==> config.mk <==
export PLATFORM = sky130hd
export DESIGN_NAME = joystick_key_input_qualifier
export DESIGN_NICKNAME = d
export VERILOG_FILES = /design/src/rtl/core/jkiq_pkg.sv /design/src/rtl/core/jkiq_axis.sv /design/src/rtl/core/joystick_key_input_qualifier.sv
export VERILOG_INCLUDE_DIRS = /design/src /design/src/rtl/core
export SDC_FILE = /design/constraint.sdc
export NUM_CORES = 1
export LEC_CHECK = 0
export ABC_AREA = 1
export CORE_AREA = 2 2 371 189
export DETAILED_ROUTE_END_ITERATION = 8
export DIE_AREA = 0 0 373 191
export DONT_BUFFER_PORTS = 1
export GPL_TIMING_DRIVEN = 0
export PLACE_DENSITY = 0.51
export SETUP_SLACK_MARGIN = 0.1
export SLEW_MARGIN = 20
export SYNTH_ARGS = -nofsm -noshare
export SYNTH_HDL_FRONTEND = slang
export SYNTH_SLANG_ARGS = --single-unit
export TNS_END_PERCENT = 50
==> constraint.sdc <==
create_clock -name clk -period 6 [get_ports clk]
set_input_delay 0.9 -clock clk [delete_from_list [all_inputs] [get_ports clk]]
set_output_delay 0.9 -clock clk [all_outputs]
set_load 0.005 [all_outputs]
==> src/rtl/core/joystick_key_input_qualifier_macros.svh <==
// ----------------------------------------------------------------------------
// Joystick key input qualifier assertion macros
// Shared concurrent assertion forms, clocked and reset-qualified.
// ----------------------------------------------------------------------------
`ifndef JOYSTICK_KEY_INPUT_QUALIFIER_MACROS_SVH
`define JOYSTICK_KEY_INPUT_QUALIFIER_MACROS_SVH

// same-cycle implication
`define JKIQ_ASSERT_NOW(label, clk, rst_n, ante, cons, msg) \
	label: assert property (@(posedge clk) disable iff (!rst_n) (ante) |-> (cons)) \
		else $error(msg);

// next-cycle implication
`define JKIQ_ASSERT_NEXT(label, clk, rst_n, ante, cons, msg) \
	label: assert property (@(posedge clk) disable iff (!rst_n) (ante) |=> (cons)) \
		else $error(msg);

`endif

==> src/rtl/core/jkiq_pkg.sv <==
// ----------------------------------------------------------------------------
// Joystick key input qualifier package
// Widths, operation and register codes, control word bits and the key map.
// ----------------------------------------------------------------------------
`default_nettype none

package jkiq_pkg;

	localparam int AXIS_BITS = 16;

	typedef logic [AXIS_BITS-1:0] axis_t;

	typedef enum logic [2:0] {
		OP_KEY_DOWN  = 3'd0,
		OP_KEY_UP    = 3'd1,
		OP_POLL_CTRL = 3'd2,
		OP_POLL_TAPS = 3'd3,
		OP_RECAL     = 3'd4
	} opcode_t;

	typedef enum logic [2:0] {
		CFG_JOY_EN = 3'd0,
		CFG_MIN_X  = 3'd1,
		CFG_MAX_X  = 3'd2,
		CFG_MIN_Y  = 3'd3,
		CFG_MAX_Y  = 3'd4
	} cfg_idx_t;

	localparam logic [7:0] BIT_UP = 8'h01;
	localparam logic [7:0] BIT_DN = 8'h02;
	localparam logic [7:0] BIT_LF = 8'h04;
	localparam logic [7:0] BIT_RT = 8'h08;
	localparam logic [7:0] BIT_B1 = 8'h10;
	localparam logic [7:0] BIT_B2 = 8'h20;
	localparam logic [7:0] BIT_B3 = 8'h40;
	localparam logic [7:0] BIT_B4 = 8'h80;

	// per-axis tracking result
	typedef struct packed {
		axis_t min_v;
		axis_t max_v;
		logic  neg;
		logic  pos;
	} axis_res_t;

	function automatic logic [7:0] key_bit(input logic [7:0] code);
		logic [7:0] b;
		b = 8'h00;
		case (code) inside
			8'h68, 8'h26:        b = BIT_UP;
			8'h62, 8'h28:        b = BIT_DN;
			8'h64, 8'h25:        b = BIT_LF;
			8'h66, 8'h27:        b = BIT_RT;
			8'h5A, 8'h11, 8'h0D: b = BIT_B1;
			8'h58, 8'h10, 8'h20: b = BIT_B2;
			8'h41, 8'h2D, 8'h6D: b = BIT_B3;
			8'h53, 8'h3D, 8'h6B: b = BIT_B4;
			default:             b = 8'h00;
		endcase
		return b;
	endfunction

endpackage

`default_nettype wire

==> src/rtl/core/jkiq_axis.sv <==
// ----------------------------------------------------------------------------
// Joystick axis qualifier
// Widens the tracked range with a sample and flags travel past the dead zone.
// ----------------------------------------------------------------------------
`default_nettype none

module jkiq_axis (
	input  wire jkiq_pkg::axis_t    sample,
	input  wire jkiq_pkg::axis_t    track_min,
	input  wire jkiq_pkg::axis_t    track_max,
	input  wire jkiq_pkg::axis_t    center,
	output jkiq_pkg::axis_res_t     res
);

	localparam int W = jkiq_pkg::AXIS_BITS;

	jkiq_pkg::axis_t         new_min;
	jkiq_pkg::axis_t         new_max;
	jkiq_pkg::axis_t         dead;
	logic signed [W+1:0]     diff;
	logic signed [W+1:0]     dead_s;

	always_comb begin
		new_min = (sample < track_min) ? sample : track_min;
		new_max = (sample > track_max) ? sample : track_max;
		dead    = (new_max >= new_min) ? ((new_max - new_min) >> 3) : '0;
		diff    = signed'({2'b00, sample}) - signed'({2'b00, center});
		dead_s  = signed'({2'b00, dead});
		res.min_v = new_min;
		res.max_v = new_max;
		res.neg   = (diff < -dead_s);
		res.pos   = (diff > dead_s);
	end

endmodule

`default_nettype wire

==> src/rtl/core/joystick_key_input_qualifier.sv <==
// ----------------------------------------------------------------------------
// Joystick key input qualifier
// Merges key events and joystick samples into an 8-bit control word.
// ----------------------------------------------------------------------------
// Usage:
//   Input channel (in_valid/in_stall) carries one event per transaction:
//   key down, key up, poll controls, poll taps or recalibrate. Polls return
//   one control_bits transaction on the output channel (out_valid/out_stall);
//   other events return nothing.
//   A transaction accepted into the input register is evaluated there against
//   the block state; a poll's result is registered in the result register
//   once that is free, and offered from then on.
//   Throughput: one transaction per cycle, set by the single evaluation stage
//   between the input and result registers, while in_stall stays low.
//   When the receiver stalls, the held result stays put and one more
//   transaction is taken into the input register; in_stall rises only when
//   a poll waits there behind the held result. Key and recalibrate events
//   keep flowing past a stalled result. Configuration writes (cfg_valid/
//   cfg_ready, ready always high) must go in while the block is idle; the
//   block does not check it. Reset clears key, tap and button history, sets
//   the tracked range to empty and the joystick to active and enabled.
// ----------------------------------------------------------------------------
`default_nettype none

`include "joystick_key_input_qualifier_macros.svh"

module joystick_key_input_qualifier (
	input  wire                     clk,
	input  wire                     arst_n,

	input  wire                     cfg_valid,
	output logic                    cfg_ready,
	input  wire [2:0]               cfg_index,
	input  wire jkiq_pkg::axis_t    cfg_data,

	input  wire                     in_valid,
	output logic                    in_stall,
	input  wire [2:0]               opcode,
	input  wire [7:0]               key_code,
	input  wire jkiq_pkg::axis_t    joy_x,
	input  wire jkiq_pkg::axis_t    joy_y,
	input  wire [3:0]               joy_buttons,
	input  wire                     joy_ok,

	output logic                    out_valid,
	input  wire                     out_stall,
	output logic [7:0]              control_bits
);

	localparam int W = jkiq_pkg::AXIS_BITS;

	// configuration
	logic               joy_en_q;
	jkiq_pkg::axis_t    cal_min_x_q, cal_max_x_q, cal_min_y_q, cal_max_y_q;

	// input register
	logic               valid_s1;
	logic [2:0]         opcode_s1;
	logic [7:0]         key_code_s1;
	jkiq_pkg::axis_t    joy_x_s1, joy_y_s1;
	logic [3:0]         joy_buttons_s1;
	logic               joy_ok_s1;

	// block state
	logic [7:0]         held_q, tap_q;
	logic [3:0]         prev_btn_q;
	jkiq_pkg::axis_t    min_x_q, max_x_q, min_y_q, max_y_q, ctr_x_q, ctr_y_q;
	logic               joy_active_q;

	logic [7:0]         held_d, tap_d;
	logic [3:0]         prev_btn_d;
	jkiq_pkg::axis_t    min_x_d, max_x_d, min_y_d, max_y_d, ctr_x_d, ctr_y_d;
	logic               joy_active_d;

	// result register
	logic               out_valid_q;
	logic [7:0]         ctrl_q;

	logic               in_use, has_res, out_free, adv, in_acc;
	logic [7:0]         kb, word, rise8, res_word;
	logic [W:0]         sum_x, sum_y;
	jkiq_pkg::opcode_t  op;
	jkiq_pkg::axis_res_t ax_x, ax_y;

	jkiq_axis u_axis_x (
		.sample    (joy_x_s1),
		.track_min (min_x_q),
		.track_max (max_x_q),
		.center    (ctr_x_q),
		.res       (ax_x)
	);

	jkiq_axis u_axis_y (
		.sample    (joy_y_s1),
		.track_min (min_y_q),
		.track_max (max_y_q),
		.center    (ctr_y_q),
		.res       (ax_y)
	);

	// handshake
	always_comb begin
		op       = jkiq_pkg::opcode_t'(opcode_s1);
		has_res  = (op == jkiq_pkg::OP_POLL_CTRL) || (op == jkiq_pkg::OP_POLL_TAPS);
		out_free = !out_valid_q || !out_stall;
		adv      = valid_s1 && (out_free || !has_res);
		in_stall = valid_s1 && !adv;
		in_acc   = in_valid && !in_stall;
	end

	assign cfg_ready    = 1'b1;
	assign out_valid    = out_valid_q;
	assign control_bits = ctrl_q;

	// evaluation
	always_comb begin
		in_use   = joy_active_q && joy_en_q;
		kb       = jkiq_pkg::key_bit(key_code_s1);
		sum_x    = {1'b0, cal_min_x_q} + {1'b0, cal_max_x_q};
		sum_y    = {1'b0, cal_min_y_q} + {1'b0, cal_max_y_q};
		rise8    = {joy_buttons_s1 & ~prev_btn_q, 4'b0000};
		word     = 8'h00;
		res_word = 8'h00;

		held_d       = held_q;
		tap_d        = tap_q;
		prev_btn_d   = prev_btn_q;
		min_x_d      = min_x_q;
		max_x_d      = max_x_q;
		min_y_d      = min_y_q;
		max_y_d      = max_y_q;
		ctr_x_d      = ctr_x_q;
		ctr_y_d      = ctr_y_q;
		joy_active_d = joy_active_q;

		case (op)
			jkiq_pkg::OP_KEY_DOWN: begin
				held_d = held_q | kb;
				tap_d  = tap_q | kb;
			end
			jkiq_pkg::OP_KEY_UP: begin
				held_d = held_q & ~kb;
			end
			jkiq_pkg::OP_POLL_CTRL, jkiq_pkg::OP_POLL_TAPS: begin
				if (in_use) begin
					if (!joy_ok_s1) begin
						joy_active_d = 1'b0;
					end else begin
						min_x_d    = ax_x.min_v;
						max_x_d    = ax_x.max_v;
						min_y_d    = ax_y.min_v;
						max_y_d    = ax_y.max_v;
						prev_btn_d = joy_buttons_s1;
						tap_d      = tap_q | rise8;
						word       = {joy_buttons_s1, 4'b0000}
							| (ax_x.neg ? jkiq_pkg::BIT_LF : 8'h00)
							| (ax_x.pos ? jkiq_pkg::BIT_RT : 8'h00)
							| (ax_y.neg ? jkiq_pkg::BIT_UP : 8'h00)
							| (ax_y.pos ? jkiq_pkg::BIT_DN : 8'h00);
					end
				end
				if (op == jkiq_pkg::OP_POLL_CTRL) begin
					res_word = held_q | word;
				end else begin
					res_word = tap_d;
					tap_d    = 8'h00;
				end
			end
			jkiq_pkg::OP_RECAL: begin
				if (in_use) begin
					if (!joy_ok_s1) begin
						joy_active_d = 1'b0;
					end else begin
						min_x_d    = cal_min_x_q;
						max_x_d    = cal_max_x_q;
						min_y_d    = cal_min_y_q;
						max_y_d    = cal_max_y_q;
						ctr_x_d    = sum_x[W:1];
						ctr_y_d    = sum_y[W:1];
						prev_btn_d = 4'h0;
					end
				end
			end
			default: begin
			end
		endcase
	end

	// configuration registers
	always_ff @(posedge clk or negedge arst_n) begin
		if (!arst_n) begin
			joy_en_q    <= 1'b1;
			cal_min_x_q <= '0;
			cal_max_x_q <= '1;
			cal_min_y_q <= '0;
			cal_max_y_q <= '1;
		end else if (cfg_valid && cfg_ready) begin
			case (jkiq_pkg::cfg_idx_t'(cfg_index))
				jkiq_pkg::CFG_JOY_EN: joy_en_q    <= cfg_data[0];
				jkiq_pkg::CFG_MIN_X:  cal_min_x_q <= cfg_data;
				jkiq_pkg::CFG_MAX_X:  cal_max_x_q <= cfg_data;
				jkiq_pkg::CFG_MIN_Y:  cal_min_y_q <= cfg_data;
				jkiq_pkg::CFG_MAX_Y:  cal_max_y_q <= cfg_data;
				default: begin
				end
			endcase
		end
	end

	// input register
	always_ff @(posedge clk or negedge arst_n) begin
		if (!arst_n) begin
			valid_s1 <= 1'b0;
		end else if (in_acc) begin
			valid_s1 <= 1'b1;
		end else if (adv) begin
			valid_s1 <= 1'b0;
		end
	end

	always_ff @(posedge clk) begin
		if (in_acc) begin
			opcode_s1      <= opcode;
			key_code_s1    <= key_code;
			joy_x_s1       <= joy_x;
			joy_y_s1       <= joy_y;
			joy_buttons_s1 <= joy_buttons;
			joy_ok_s1      <= joy_ok;
		end
	end

	// block state
	always_ff @(posedge clk or negedge arst_n) begin
		if (!arst_n) begin
			held_q       <= 8'h00;
			tap_q        <= 8'h00;
			prev_btn_q   <= 4'h0;
			min_x_q      <= '1;
			max_x_q      <= '0;
			min_y_q      <= '1;
			max_y_q      <= '0;
			ctr_x_q      <= '0;
			ctr_y_q      <= '0;
			joy_active_q <= 1'b1;
		end else if (adv) begin
			held_q       <= held_d;
			tap_q        <= tap_d;
			prev_btn_q   <= prev_btn_d;
			min_x_q      <= min_x_d;
			max_x_q      <= max_x_d;
			min_y_q      <= min_y_d;
			max_y_q      <= max_y_d;
			ctr_x_q      <= ctr_x_d;
			ctr_y_q      <= ctr_y_d;
			joy_active_q <= joy_active_d;
		end
	end

	// result register
	always_ff @(posedge clk or negedge arst_n) begin
		if (!arst_n) begin
			out_valid_q <= 1'b0;
		end else if (adv && has_res) begin
			out_valid_q <= 1'b1;
		end else if (!out_stall) begin
			out_valid_q <= 1'b0;
		end
	end

	always_ff @(posedge clk) begin
		if (adv && has_res) begin
			ctrl_q <= res_word;
		end
	end

	`JKIQ_ASSERT_NOW(a_stall_backlog, clk, arst_n, in_stall, valid_s1 && out_valid_q && has_res, "input stalled without a poll waiting behind a held result")
	`JKIQ_ASSERT_NEXT(a_poll_result, clk, arst_n, adv && has_res, out_valid, "poll transaction produced no result")
	`JKIQ_ASSERT_NEXT(a_tap_clear, clk, arst_n, adv && (op == jkiq_pkg::OP_POLL_TAPS), tap_q == 8'h00, "tap latch not cleared after tap poll")
	`JKIQ_ASSERT_NOW(a_joy_drop, clk, arst_n, $fell(joy_active_q), $past(adv && !joy_ok_s1 && (has_res || (op == jkiq_pkg::OP_RECAL))), "joystick disabled without a failed sample")

endmodule

`default_nettype wire

# Yosys cells after proc, flatten, opt, wreduce, memory -nomap -nowiden
# Index checks and enable logic that the tools add are counted.
dict set report totals {
  regBits 240
  in_bits 72
  out_inout_bits 11
  wordCells 183
}
dict set report classes {
  n_addsub 8
  magnitude_cmp 10
  eq_ne 33
  n_mux 56
  n_bitwise 13
  reduce_logical 39
}
# operator count
set ops {}
lappend ops {{$mux W16} 20}
lappend ops {{$pmux W16 S2} 4}
lappend ops {{$mux W8} 15}
lappend ops {{$eq A8 B7 Y1 const B} 10}
lappend ops {{$eq A8 B6 Y1 const B} 7}
lappend ops {{$lt A17 B18 Y1} 2}
lappend ops {{$neg A16 Y18} 2}
lappend ops {{$add A16 B16 Y17} 2}
lappend ops {{$gt A17 B14 Y1} 2}
lappend ops {{$sub A16 B16 Y17} 2}
lappend ops {{$ge A16 B16 Y1} 2}
lappend ops {{$gt A16 B16 Y1} 2}
lappend ops {{$lt A16 B16 Y1} 2}
lappend ops {{$or A8 B8 Y8} 4}
lappend ops {{$pmux W8 S2} 2}
lappend ops {{$sub A16 B16 Y16} 2}
lappend ops {{$mux W13} 2}
lappend ops {{$mux W4} 5}
lappend ops {{$eq A8 B5 Y1 const B} 2}
lappend ops {{$reduce_or A3 Y1} 5}
lappend ops {{$reduce_and A2 Y1} 7}
lappend ops {{$eq A3 B2 Y1 const B} 4}
lappend ops {{$reduce_or A2 Y1} 5}
lappend ops {{$and A8 B8 Y8} 1}
lappend ops {{24 further kinds} 48}

# Logic depth before layout (Yosys ltp)
# Gate-level depths: netlist of the first run.
dict set report logic_depth {
  word_depth 16
  mapped_depth 42
  ltp_nobuf 40
}

# Hierarchy
# From an unflattened synthesis of the first run, not the netlist that was laid out.
dict set report unflattened {
  cells_unflattened 2732
  area_unflattened_um2 19816.5
}
# mod n_inst cells_each area_each_um2 seq_area_each_um2
set modules_own_cells {}
lappend modules_own_cells {joystick_key_input_qualifier 1 1385 11663.7 6368.6}
lappend modules_own_cells {{jkiq_axis (u_axis_y)} 1 674 4087.7 0.0}
lappend modules_own_cells {{jkiq_axis (u_axis_x)} 1 673 4065.1 0.0}

# Worst setup path after synthesis of the first run
# OpenSTA, ideal clock, no wires.
dict set report synth_path {
  path_kind {register -> register}
  startpoint {register min_y_q[13]}
  endpoint {register ctrl_q[0], in the netlist control_bits[0], data pin}
  setup_ns 0.262
  arrival_time_ns 4.555
  required_ns 5.738
  path_slack_ns 1.183
  stages_incl_launch_ff 36
  synth_period_minus_slack_ns 4.817
  cell_sequence {dfstp_2 > inv_1 > ha_1 > nand2_1 > inv_1 > o21ai_0 > nand2_1 > a21oi_2 > clkbuf_1 > nand3_1 > and2_1 > ha_1 > nand2_2 > inv_2 > nand2_1 > nand2_1 > inv_2 > nand3_2 > nand2_2 > nand2_4 > buf_12 > nand2_4 > ha_1 > nand3_1 > inv_2 > nand3_1 > nand2_1 > nand2_1 > ha_1 > nand2_1 > nor3_1 > nand4_1 > nand3_1 > nand2_1 > nand4_1 > a21boi_0}
}
dict set report synth_via {
  elab_chain_len 14
  elab_cells_between_ends 15
  cone_classes {2 x add/sub; 3 x order compare; 7 x mux; 3 x bitwise}
}
# item line
set synth_rtl {}
lappend synth_rtl {{from (decl)} joystick_key_input_qualifier.sv:67} ;# jkiq_pkg::axis_t min_x_q, max_x_q, min_y_q, max_y_q, ctr_x_q, ctr_y_q;
lappend synth_rtl {{from (signal assigned)} joystick_key_input_qualifier.sv:251} ;# min_y_q <= min_y_d;
lappend synth_rtl {{$lt A16 B16 Y1} jkiq_axis.sv:24} ;# new_min = (sample < track_min) ? sample : track_min;
lappend synth_rtl {{$mux W16 *} jkiq_axis.sv:24}
lappend synth_rtl {{$sub A16 B16 Y16 or $ge A16 B16 Y1 (tied branches)} jkiq_axis.sv:26} ;# dead = (new_max >= new_min) ? ((new_max - new_min) >> 3) : '0;
lappend synth_rtl {{$mux W13 *} jkiq_axis.sv:26}
lappend synth_rtl {{$neg A16 Y18 *} jkiq_axis.sv:31} ;# res.neg = (diff < -dead_s);
lappend synth_rtl {{$lt A17 B18 Y1 *} jkiq_axis.sv:31}
lappend synth_rtl {{$mux W1 *} joystick_key_input_qualifier.sv:158} ;# | (ax_y.neg ? jkiq_pkg::BIT_UP : 8'h00)
lappend synth_rtl {{$or A8 B1 Y8 *} joystick_key_input_qualifier.sv:158}
lappend synth_rtl {{$or A8 B2 Y8 *} joystick_key_input_qualifier.sv:159} ;# | (ax_y.pos ? jkiq_pkg::BIT_DN : 8'h00);
lappend synth_rtl {{$mux W8 *} joystick_key_input_qualifier.sv:146} ;# if (!joy_ok_s1) begin
lappend synth_rtl {{$mux W8 *} joystick_key_input_qualifier.sv:145} ;# if (in_use) begin
lappend synth_rtl {{$mux W8 *} joystick_key_input_qualifier.sv:136} ;# case (op)
lappend synth_rtl {{$or A8 B8 Y8 *} joystick_key_input_qualifier.sv:163} ;# res_word = held_q | word;
lappend synth_rtl {{$mux W8 *} joystick_key_input_qualifier.sv:162} ;# if (op == jkiq_pkg::OP_POLL_CTRL) begin
lappend synth_rtl {{to (signal assigned)} joystick_key_input_qualifier.sv:272} ;# ctrl_q <= res_word;
lappend synth_rtl {{to (decl)} joystick_key_input_qualifier.sv:77} ;# logic [7:0] ctrl_q;
# Every way passes the cells marked *; elsewhere a longest branch is shown, timed or not. The select of a mux whose other input is x is not followed.
# A chain may end at the register's enable or synchronous reset.

# Final worst setup path of the first run
dict set report layout_path {
  startpoint {register min_y_q[15]}
  endpoint {register ctrl_q[0], in the netlist control_bits[0], data pin}
}
# The elaborated chain is that of the path after synthesis.

==> summary.md, run 1 <==
| Metric | Value |
|---|---|
| Buf/Inv on CP | `4` |
| Insertion delay to the later sink of the worst-skew pair | `0.60 ns` |
| Crit path capture type | `flip-flop` |
| DPL Wire Length | `62,700 um` |
| Class of the most critical setup path | `reg2reg` |
| Initial DRC count | `2,289` |
| Setup slack of the worst register-to-register path | `0.35 ns` |
| Largest incremental delay on the critical path | `0.55 ns` |
| Ratio of routed vias to standard cells | `4.94` |
| Largest voltage drop on the vdd net | `0.229 mV` |
| Max stage delay cell, worst path | `sky130_fd_sc_hd__dfstp_2` |
| Flops & latches, synth | `240` |
| TritonCTS buffer count | `26` |
| Register clock-pin slew on the reported worst setup and hold paths | `0.07 ns` |
| Count of flip-flops with a built-in enable after synthesis | `56` |
| Setup repair after global routing missed its margin | `yes` |
| Final number of hold-violating endpoints | `0` |
| Starting density of the core | `0.297` |
| Number of violations of the max-capacitance limit | `0` |
| Post-placement cell count | `3,792` |
| Max-slew headroom | `0.406` |
| Static power due to leakage | `11.7 nW` |
| Async set-reset flop share out of synthesis | `0.767` |
| Number of levels in the clock H-tree | `1` |
| Startpoint kind of the worst setup timing path | `flip-flop` |
| Antenna violations before repair | `3` |
| Biggest fanout along the worst timing path | `10` |
| Final standard cell count with taps included and fillers excluded | `3,906` |
| Area share of the largest cell type after synthesis | `0.164` |
| Post-detailed-route DRC marker count | `0` |
| Number of nets in the final layout | `3,270` |
| TritonCTS clock tree | `built` |
| Endpoint of the worst-slack reg-to-reg timing path | `control_bits[0]` |
| Required time at the endpoint of the critical path | `6.42 ns` |
| Die W | `373 um` |
| Vias in the first global route | `17,222` |
| Count of clock tree sinks | `240` |
| Final Util | `0.342` |
| Final antenna diode count | `0` |
| Post-detailed-placement cell area | `21,400 sq um` |
| Worst Setup SP | `min_y_q[15]` |
| Post-synthesis area per instance | `7.02 sq um` |
| Endpoints failing setup | `0` |
| Global placer's final weighted congestion | `0.961` |
| Capture point of the critical path | `control_bits[0]` |
| Final std cell area, no fill | `23,300 sq um` |
| Reg-to-reg critical path startpoint | `min_y_q[15]` |
| Pwr/cell area | `261 nW/um^2` |
| Share of the clock period used by the worst path after layout | `0.942` |
| Dominant synthesized flop cell | `sky130_fd_sc_hd__dfrtp_1` |
| Net count of the mapped netlist | `3,175` |
| Setup Slack @ Placement | `-0.859 ns` |
| Mapped cell area | `20,200 sq um` |
| Outcome | `finished clean` |
| Count of boundary I/O pins | `83` |
| Length of the first detailed-routing pass in iterations | `7` |
| Slew of the pin with the lowest slew margin | `0.892 ns` |
| Final global-route overflow total | `0` |
| Tightest hold margin | `0.0300 ns` |
| Total length of routed wires | `77,800 um` |
| Row count | `68` |
| Synth area leader | `sky130_fd_sc_hd__nand2_1` |
| Placeable core region | `68,200 sq um` |
| Buffer levels on the longest clock path | `3` |
| Fraction of layout instances using a drive strength above 1 | `0.121` |
| Sequential fraction of the synthesis area | `0.315` |
| Global-route wire length before repair | `114,000 um` |
| Achievable Freq | `177 MHz` |
| Most numerous cell in the Yosys netlist | `sky130_fd_sc_hd__nand2_1` |
| Min-delay worst type | `in2async` |
| Layout Area Growth over Synthesis | `15.1%` |
| Number of I/O port buffers | `0` |
| Kind of cell with the highest combined delay on the critical path | `simple AND/OR/NAND/NOR gates` |
| Setup skew after layout | `0.0261 ns` |
| Setup slack after layout | `0.347 ns` |
| Post-synthesis cell count | `2,881` |
| Ys Warns | `0` |
| Number of cells on the worst reg-to-reg path | `31` |
| Buffer cell driving the clock tree root | `sky130_fd_sc_hd__clkbuf_16` |
| Average detailed-routed wire length per instance | `19.9 um` |
| Top post-synthesis cells by area | `sky130_fd_sc_hd__nand2_1 (16%), sky130_fd_sc_hd__dfrtp_1 (15%), sky130_fd_sc_hd__ha_1 (13%)` |
| Floorplan die height | `191 um` |
| Final sum of negative setup slack | `0 ns` |
| Total vias in the final route | `19,278` |
| List of most frequent post-synthesis cells | `sky130_fd_sc_hd__nand2_1 (886), sky130_fd_sc_hd__inv_1 (363), sky130_fd_sc_hd__nand3_1 (247), sky130_fd_sc_hd__nor2_1 (239), sky130_fd_sc_hd__ha_1 (218)` |
| Crit. path cell count | `31` |
| Area of the die | `71,200 sq um` |
| Count of pins over their slew limit | `0` |
| Min Tclk post-route | `5.65 ns` |
| Tot Pwr | `6.09 mW` |
| Largest net degree at the start of global routing | `185` |
| Distinct cell type count after synthesis | `58` |
| Post-route antenna net violation count | `0` |
| Endpoint arrival time on the critical path | `6.07 ns` |
| All-Layer GR Usage | `0.216` |
## worst register-to-register path: cells and delay by family (launching register included)
family,cells,cell delay [ns]
compound gates,1,0.21
simple gates,22,2.95
buf+inv,4,0.35
fa+ha+maj,3,0.99
flops,1,0.55
xor+xnor,1,0.46
## cell type report
type / instances / area (sq um)
repair buffers: 67 / 578
plain buffers: 65 / 363
fillers: 7316 / 44900
inverters: 382 / 1440
flip-flops and latches: 240 / 6370
clock buffers: 35 / 714
clock inverters: 13 / 139
multi-input cells: 2194 / 12500
well taps: 910 / 1140
## worst min path at each step
stage	end	slack [ns]	cells past startpoint
after floorplan	joy_active_q	0.44	1
after global placement	joy_active_q	0.45	1
after detailed placement	joy_active_q	0.45	1
after CTS	out_valid	0.003	0
after global routing	asynchronous set/reset pin	0.0004	0
final	valid_s1	0.03	0
## state kept, by name (all words and copies together) (netlist names), 3 cells and up, named ones only
signal	flops
max_x_q	16
cal_min_y_q	16
key_code_s1	8
min_y_q	16
tap_q	8
op	3
cal_max_y_q	16
joy_buttons_s1	4
cal_min_x_q	16
ctr_x_q	16
control_bits	8
prev_btn_q	4
ctr_y_q	16
joy_x_s1	16
joy_y_s1	16
max_y_q	16
cal_max_x_q	16
min_x_q	16
## layer usage
layer	up-vias	part of all wire	track usage
li1	9558	-	-
met1	8848	0.55	0.364
met2	827	0.28	0.214
met3	45	0.16	0.118
met4	0	0.0087	0.0199
met5	-	0	0
## power breakdown
| group | leakage, nW | total [mW] | switching (mW) | internal (mW) |
|---|---|---|---|---|
| sequential | 2.72 | 2.02 | 0.194 | 1.82 |
| clock | 0.416 | 1.72 | 0.796 | 0.929 |
| combinational | 8.61 | 2.35 | 1.54 | 0.814 |
| total | 11.7 | 6.09 | 2.53 | 3.56 |
## cells in the final DEF (no fill, tap or decap), types with 11 or more instances in the layout
master / instances
sky130_fd_sc_hd__nand2_1: 873
sky130_fd_sc_hd__inv_1: 361
sky130_fd_sc_hd__nand3_1: 241
sky130_fd_sc_hd__nor2_1: 231
sky130_fd_sc_hd__ha_1: 201
sky130_fd_sc_hd__a21oi_1: 141
sky130_fd_sc_hd__o21ai_0: 133
sky130_fd_sc_hd__dfrtp_1: 118
sky130_fd_sc_hd__buf_4: 68
sky130_fd_sc_hd__dfstp_2: 66
sky130_fd_sc_hd__edfxtp_1: 56
sky130_fd_sc_hd__xor2_1: 38
sky130_fd_sc_hd__nand4_1: 35
sky130_fd_sc_hd__clkbuf_1: 35
sky130_fd_sc_hd__and2_1: 34
sky130_fd_sc_hd__nand2_2: 26
sky130_fd_sc_hd__clkbuf_16: 26
sky130_fd_sc_hd__a31oi_1: 19
sky130_fd_sc_hd__nor3_1: 19
sky130_fd_sc_hd__nand2_4: 18
sky130_fd_sc_hd__buf_2: 18
sky130_fd_sc_hd__xnor2_1: 16
sky130_fd_sc_hd__inv_2: 15
sky130_fd_sc_hd__ha_4: 14
sky130_fd_sc_hd__nand3_2: 13
sky130_fd_sc_hd__nand3b_1: 13
sky130_fd_sc_hd__o21bai_1: 11
## logic make-up (layout without fill, tap and decap cells)
kind of cell             Yosys count  after routing  share of synthesized area
AND/OR/NAND/NOR                 1549           1549                      0.336
buffers and inverters            447            562                     0.0867
other                              1              1                   0.000185
adder cells (fa/ha/maj)          222            222                      0.139
AO/OA/AOI/OAI                    364            364                     0.0984
flip-flops                       240            240                      0.315
XOR/XNOR                          58             58                     0.0255
## repair_timing
| item | CTS | global route |
|---|---|---|
| setup buffers | 30 | 36 |
| endpoints found under the setup margin | 4 | 3 |
| hold buffers | 0 | 0 |
| pin swaps | 4 | 17 |
| resized for setup | 29 | 94 |
(Power assumes the default switching activity.)
==> run 2, diff against run 1 <==
--- a/config.mk
+++ b/config.mk
@@ -7,9 +7,9 @@
 export NUM_CORES = 1
 export LEC_CHECK = 0
 export ABC_AREA = 1
-export CORE_AREA = 2 2 371 189
+export CORE_AREA = 2 2 367 187
 export DETAILED_ROUTE_END_ITERATION = 8
-export DIE_AREA = 0 0 373 191
+export DIE_AREA = 0 0 369 189
 export DONT_BUFFER_PORTS = 1
 export GPL_TIMING_DRIVEN = 0
 export PLACE_DENSITY = 0.51
@@ -17,5 +17,6 @@
 export SLEW_MARGIN = 20
 export SYNTH_ARGS = -nofsm -noshare
 export SYNTH_HDL_FRONTEND = slang
+export SYNTH_HIERARCHICAL = 1
 export SYNTH_SLANG_ARGS = --single-unit
 export TNS_END_PERCENT = 50
==> run 2 against run 1 <==
Effect of this change:
- clock skew up 0.013 ns
- non-clock buffer count is 75 higher
- synthesized cell count down 5.2%
- critical path type unchanged
- largest cell class unchanged
- highest routed layer unchanged
==> summary.md, run 2 <==
| Metric | Value |
|---|---|
| Setup repair after global routing missed its margin | `yes` |
| List of most frequent post-synthesis cells | `sky130_fd_sc_hd__nand2_1 (782), sky130_fd_sc_hd__inv_1 (413), sky130_fd_sc_hd__ha_1 (214), sky130_fd_sc_hd__nor2_1 (176), sky130_fd_sc_hd__o21ai_0 (154)` |
| Global placer's final weighted congestion | `0.949 (-1.2%)` |
| Net count of the mapped netlist | `3,022 (-4.8%)` |
| Startpoint kind of the worst setup timing path | `flip-flop` |
| Insertion delay to the later sink of the worst-skew pair | `0.60 ns (about the same)` |
| Dominant synthesized flop cell | `sky130_fd_sc_hd__dfrtp_1` |
| Top post-synthesis cells by area | `sky130_fd_sc_hd__dfrtp_1 (15%), sky130_fd_sc_hd__nand2_1 (15%), sky130_fd_sc_hd__ha_1 (14%)` |
| Endpoints failing setup | `0 (unchanged)` |
| Post-detailed-route DRC marker count | `0 (unchanged)` |
| Highest metal layer with signal wires | `met4` |
| Sequential fraction of the synthesis area | `0.321 (+0.00666)` |
| Achievable Freq | `173 MHz (-2.1%)` |
| Total length of routed wires | `78,100 um (+0.37%)` |
| Post-synthesis area per instance | `7.25 sq um (+3.3%)` |
| TritonCTS clock tree | `built` |
| Min-delay worst type | `in2async` |
| Mapped cell area | `19,800 sq um (-2.1%)` |
| Met2 WL post-DR | `24,100 um (+10%)` |
| Row count | `67 (-1.5%)` |
| Slew of the pin with the lowest slew margin | `0.942 ns (+0.0507 ns)` |
| Tightest hold margin | `0.0300 ns (+0.0000840 ns)` |
| Final standard cell count with taps included and fillers excluded | `3,821 (-2.2%)` |
| Outcome | `finished clean` |
| Buffer cell driving the clock tree root | `sky130_fd_sc_hd__clkbuf_16` |
| Register clock-pin slew on the reported worst setup and hold paths | `0.07 ns (about the same)` |
| Floorplan die height | `189 um (-1.0%)` |
| Ratio of routed vias to standard cells | `5.00 (+1.3%)` |
| Final antenna diode count | `0 (unchanged)` |
| Class of the most critical setup path | `reg2reg` |
| Synth area leader | `sky130_fd_sc_hd__dfrtp_1` |
| Final number of hold-violating endpoints | `0 (unchanged)` |
| Share of the clock period used by the worst path after layout | `0.962 (+0.0200)` |
| Number of nets in the final layout | `3,194 (-2.3%)` |
| Global-route wire length before repair | `112,000 um (-1.8%)` |
| Number of violations of the max-capacitance limit | `0 (unchanged)` |
| Number of I/O port buffers | `0 (unchanged)` |
| Crit path capture type | `flip-flop` |
| Largest incremental delay on the critical path | `0.53 ns (-0.02 ns)` |
| Most numerous cell in the Yosys netlist | `sky130_fd_sc_hd__nand2_1` |
| Distinct cell type count after synthesis | `54 (-6.9%)` |
| Area of combinational cells with multiple inputs | `13,200 sq um (+5.0%)` |
| Max stage delay cell, worst path | `sky130_fd_sc_hd__edfxtp_1` |
| WL met1 | `41,600 um (-3.3%)` |
| Post-route antenna net violation count | `0 (unchanged)` |
| Required time at the endpoint of the critical path | `6.42 ns (about the same)` |
| Met3 layer wire length in the routed design | `11,900 um (-3.7%)` |
| Fraction of layout instances using a drive strength above 1 | `0.217 (+0.0960)` |
| TritonCTS buffer count | `26 (unchanged)` |
| Initial DRC count | `2,313 (+1.0%)` |
| Ys Warns | `6 (+6)` |
| Count of pins over their slew limit | `0 (unchanged)` |
| Count of clock tree sinks | `240 (unchanged)` |
| Commonest non-fill, non-tap cells in the layout | `sky130_fd_sc_hd__nand2_1 (736), sky130_fd_sc_hd__inv_1 (401), sky130_fd_sc_hd__ha_1 (171)` |
| Buffer levels on the longest clock path | `3 (unchanged)` |
| Min Tclk post-route | `5.77 ns (+0.120 ns)` |
| Largest net degree at the start of global routing | `185 (unchanged)` |
| Average detailed-routed wire length per instance | `20.4 um (+2.6%)` |
| Post-placement cell count | `3,630 (-4.3%)` |
| Max-slew headroom | `0.372 (-0.0338)` |
| Endpoint arrival time on the critical path | `6.19 ns (+0.12 ns)` |
| DPL Wire Length | `60,300 um (-3.8%)` |
| Flops & latches, synth | `240 (unchanged)` |
| Async set-reset flop share out of synthesis | `0.767 (unchanged)` |
| Length of the first detailed-routing pass in iterations | `6 (-1)` |
| Antenna violations before repair | `3 (unchanged)` |
| Biggest fanout along the worst timing path | `8 (-2)` |
| All-Layer GR Usage | `0.214 (-0.00124)` |
| Number of levels in the clock H-tree | `1 (unchanged)` |
| Layout Area Growth over Synthesis | `25.4%` |
| Placeable core region | `66,400 sq um (-2.6%)` |
| Area share of the largest cell type after synthesis | `0.149 (-0.0153)` |
| Count of flip-flops with a built-in enable after synthesis | `56 (unchanged)` |
| Kind of cell with the highest combined delay on the critical path | `compound AO/OA/AOI/OAI gates` |
| Vias in the first global route | `16,866 (-2.1%)` |
| Area of all sequential standard cells | `6370 sq um (unchanged)` |
| Buf/Inv on CP | `4 (unchanged)` |
| Number of inserted filler cells in the final layout | `6,980 (-4.6%)` |
| Final global-route overflow total | `0 (unchanged)` |
| Die W | `369 um (-1.1%)` |
| Count of boundary I/O pins | `83 (unchanged)` |
| Post-synthesis cell count | `2,732 (-5.2%)` |
| Area of the die | `69,700 sq um (-2.1%)` |
| Most common library cell in the layout ignoring fill and taps | `sky130_fd_sc_hd__nand2_1` |
| Total vias in the final route | `19,104 (-0.90%)` |
| Setup skew after layout | `0.0389 ns (+0.0128 ns)` |
| Starting density of the core | `0.298 (+0.00154)` |
[run 2: changes by cell type in the layout (fill, tap and decap cells not counted), sizes merged, moves of 26 or more]
cell	change
nand3	-100
inv	+49
nand2	-79
o21ai	+26
nor2	-60
a31oi	+58
buf	+82
and2	-32
[run 2: kinds of logic (layout without fill, tap and decap cells)]
| group | Yosys count | in the layout | share of synthesized area |
|---|---|---|---|
| flip-flops | 240 | 240 | 0.321 |
| AO/OA/AOI/OAI | 457 | 457 | 0.130 |
| AND/OR/NAND/NOR | 1276 | 1278 | 0.291 |
| other | 1 | 1 | 0.000189 |
| buffers and inverters | 491 | 681 | 0.0972 |
| adder cells (fa/ha/maj) | 218 | 218 | 0.139 |
| XOR/XNOR | 49 | 49 | 0.0217 |
[run 2: layout make-up]
class | count | share of cell area
Multi-Input combinational cell | 2003 | 0.530
Sequential cell | 240 | 0.256
Inverter | 426 | 0.0646
Timing Repair Buffer | 146 | 0.0509
Tap cell | 897 | 0.0452
Clock buffer | 36 | 0.0294
Buffer | 61 | 0.0179
Clock inverter | 12 | 0.00539
[run 2: worst reg2reg max path: cells and delay by family, from the launching register on]
kind,cells,cell delay [ns]
AOI/OAI and AO/OA,11,1.97
and+or+nand+nor,14,1.62
adders and majority gates,3,0.93
buffers and inverters,4,0.56
DFF,1,0.53
[run 2: repair_timing]
item / 4_1_cts / 5_1_grt
pin swaps: 33 / 105
hold endpoints to repair: 1 / 5
buffers inserted: 70 / 70
gates cloned: 0 / 5
hold buffers: 1 / 1
endpoints found under the setup margin: 4 / 4
resized for setup: 131 / 246
[run 2: metrics by stage]
| step | cell area (sq um) | TNS (ns) | worst slack [ns] | util |
|---|---|---|---|---|
| 6_report | 24800 | 0 | 0.227 | 0.374 |
| 5_1_grt | 24800 | -0.0291 | -0.0291 | 0.374 |
| 3_3_place_gp | 20900 | -5.96 | -1.64 | 0.315 |
| 2_1_floorplan | 19800 | 0 | 0.540 | - |
| 4_1_cts | 22900 | 0 | 0.0647 | 0.345 |
| 3_5_place_dp | 21000 | -6.02 | -1.71 | 0.316 |
[run 2: final timing paths]
path,start,to,slack [ns],depth (start not counted)
hold reg to reg,joy_active_q,joy_active_q,0.44,2
min in group clk,joy_x[7],joy_x_s1[7],0.39,0
setup reg to reg,joy_x_s1[12],control_bits[2],0.23,32
max in group asynchronous,arst_n,max_x_q[3],5.00,1
hold / removal,arst_n,cal_min_x_q[0],0.03,0
setup / recovery,joy_x_s1[12],control_bits[2],0.23,32
[run 2: metal layers]
layer,global-route usage,vias up
li1,-,9270
met4,0.0165,0
met1,0.370,8974
met2,0.222,820
met5,0,-
met3,0.0996,40
Power of run 2 is left out: the tool's default activity adds up to more than one toggle a clock period on the data nets, which glitch-free logic cannot reach.
==> run 3, diff against run 2 <==
==> constraint.sdc (replaced) <==
create_clock -name clk -period 6 [get_ports clk]
set_input_delay 0.3 -clock clk [delete_from_list [all_inputs] [get_ports clk]]
set_output_delay 0.3 -clock clk [all_outputs]
set_load 0.005 [all_outputs]
==> run 3 against run 2 <==
Effect of this change:
- maximum frequency grew 1.1%
- utilization grew 0.93 points
- sequential share of layout area shrank 0.62 points
- final cell count grew 1.6%
- register-to-register slack gained 0.06 ns
- largest cell class unchanged
- highest routed layer unchanged
==> summary.md, run 3 (synthesis gave the netlist of run 2 again) <==
| Metric | Value |
|---|---|
| Post-detailed-placement cell area | `21,000 sq um (unchanged)` |
| Row count | `67 (unchanged)` |
| Min-Delay Endpoint | `cal_max_x_q[3]` |
| Count of clock tree sinks | `240 (unchanged)` |
| Final number of hold-violating endpoints | `0 (unchanged)` |
| Die W | `369 um (unchanged)` |
| Floorplan die height | `189 um (unchanged)` |
| Endpoints failing setup | `0 (unchanged)` |
| All-Layer GR Usage | `0.215 (+0.000698)` |
| Initial DRC count | `2,188 (-5.4%)` |
| Setup repair after global routing missed its margin | `yes` |
| Insertion delay to the later sink of the worst-skew pair | `0.60 ns (about the same)` |
| Largest net degree at the start of global routing | `185 (unchanged)` |
| Vias in the first global route | `17,158 (+1.7%)` |
| Biggest fanout along the worst timing path | `8 (unchanged)` |
| Most used routing layer in global routing | `met1` |
| Number of cells on the worst reg-to-reg path | `32 (unchanged)` |
| Tightest hold margin | `0.0190 ns (-0.0110 ns)` |
| Setup skew after layout | `0.0433 ns (+0.00442 ns)` |
| Reg-to-reg critical path startpoint | `joy_x_s1[12]` |
| Setup slack of the worst register-to-register path | `0.29 ns (+0.06 ns)` |
| Buf/Inv on CP | `4 (unchanged)` |
| Number of violations of the max-capacitance limit | `0 (unchanged)` |
| Largest incremental delay on the critical path | `0.53 ns (about the same)` |
| Total vias in the final route | `19,323 (+1.1%)` |
| Kind of cell with the highest combined delay on the critical path | `compound AO/OA/AOI/OAI gates` |
| Area of the die | `69,700 sq um (unchanged)` |
| Final Util | `0.384 (+0.00929)` |
| Startpoint kind of the worst setup timing path | `flip-flop` |
| Slew of the pin with the lowest slew margin | `1.14 ns (+0.198 ns)` |
| Number of levels in the clock H-tree | `1 (unchanged)` |
| Count of pins over their slew limit | `0 (unchanged)` |
| Endpoint of the worst-slack reg-to-reg timing path | `control_bits[2]` |
| Ratio of routed vias to standard cells | `4.98 (-0.47%)` |
| Global placer's final weighted congestion | `0.949 (unchanged)` |
| Met3 track demand over resource | `0.0965 (-0.00315)` |
| Outcome | `finished clean` |
| Most common library cell in the layout ignoring fill and taps | `sky130_fd_sc_hd__nand2_1` |
| Achievable Freq | `175 MHz (+1.1%)` |
| Post-detailed-route DRC marker count | `0 (unchanged)` |
| Min-delay worst type | `in2reg` |
| Min Tclk post-route | `5.71 ns (-0.0626 ns)` |
| Number of I/O port buffers | `0 (unchanged)` |
| Antenna violations before repair | `3 (unchanged)` |
| Min-delay src | `cfg_data[3]` |
| Placeable core region | `66,400 sq um (unchanged)` |
| Grt met1 use | `0.373 (+0.00274)` |
| Share of the clock period used by the worst path after layout | `0.952 (-0.0104)` |
| Buffer cell driving the clock tree root | `sky130_fd_sc_hd__clkbuf_16` |
| Max stage delay cell, worst path | `sky130_fd_sc_hd__edfxtp_1` |
| TritonCTS clock tree | `built` |
| Global-route wire length before repair | `113,000 um (+0.50%)` |
| Final antenna diode count | `0 (unchanged)` |
| Length of the first detailed-routing pass in iterations | `6 (unchanged)` |
| Class of the most critical setup path | `reg2reg` |
| Starting density of the core | `0.298 (unchanged)` |
| Buffer levels on the longest clock path | `3 (unchanged)` |
| Average detailed-routed wire length per instance | `20.1 um (-1.5%)` |
| Final std cell area, no fill | `25,500 sq um (+2.5%)` |
| Layout Area Growth over Synthesis | `28.5%` |
| Count of boundary I/O pins | `83 (unchanged)` |
| TritonCTS buffer count | `26 (unchanged)` |
| Register clock-pin slew on the reported worst setup and hold paths | `0.07 ns (about the same)` |
| Grt met2 use | `0.224 (+0.00224)` |
| Min-Delay Path Depth | `2` |
| Max-slew headroom | `0.240 (-0.132)` |
| Commonest non-fill, non-tap cells in the layout | `sky130_fd_sc_hd__nand2_1 (734), sky130_fd_sc_hd__inv_1 (402), sky130_fd_sc_hd__ha_1 (174)` |
| Final global-route overflow total | `0 (unchanged)` |
| Crit path capture type | `flip-flop` |
| Endpoint arrival time on the critical path | `6.13 ns (-0.06 ns)` |
| Required time at the endpoint of the critical path | `6.42 ns (about the same)` |
| Total length of routed wires | `78,200 um (+0.10%)` |
| Post-route antenna net violation count | `0 (unchanged)` |
| Fraction of layout instances using a drive strength above 1 | `0.212 (-0.00484)` |
| Number of nets in the final layout | `3,256 (+1.9%)` |
| DPL Wire Length | `60,300 um (unchanged)` |
run 3: stage by stage:
step                worst slack [ns]  instances  setup TNS [ns]
finish                         0.290       3883               0
global route                 -0.0244       3883         -0.0244
CTS                           0.0647       3809               0
detailed placement             -1.71       3630           -6.02
global placement               -1.64       3629           -5.96
floorplan                      0.540       2732               0
run 3: worst max path at each step:
stage                     slack [ns]  cells past startpoint         start               to
after global routing           -0.02                     34   joy_y_s1[3]  control_bits[0]
after global placement         -1.64                     30  joy_x_s1[15]  control_bits[3]
after detailed placement       -1.71                     33  joy_x_s1[15]  control_bits[2]
after floorplan                 0.54                     30  joy_x_s1[11]  control_bits[2]
final                           0.29                     32  joy_x_s1[12]  control_bits[2]
after CTS                       0.06                     41   joy_y_s1[6]  control_bits[0]
run 3: area by class of cell:
type	count	area (sq um)
sequential	240	6370
fill	6950	40900
tap	897	1120
inverter	426	1600
buffer	61	449
timing repair buffer	208	1910
multi-input combinational	2003	13200
clock buffer	36	729
clock inverter	12	134
run 3: worst reg2reg max path, delay by kind of cell (launching register included):
kind | cells | cell delay (ns)
AOI/OAI and AO/OA | 11 | 1.94
buffers and inverters | 4 | 0.56
and+or+nand+nor | 14 | 1.58
adders and majority gates | 3 | 0.93
DFF | 1 | 0.53
run 3: repair_timing:
item                                   in CTS  in global routing
setup buffers                              70                 69
gates resized for setup                   131                246
setup endpoints to repair                   4                  4
hold buffers                               65                  0
pin swaps                                  33                107
cloned                                      0                  5
endpoints found under the hold margin     269                  0
run 3: per-layer routing:
layer / vias up / part of all wire
met4: 0 / 0.0063
met5: - / 0
met1: 9074 / 0.53
li1: 9387 / -
met2: 814 / 0.31
met3: 48 / 0.15
Power of run 3 is left out for the same reason.
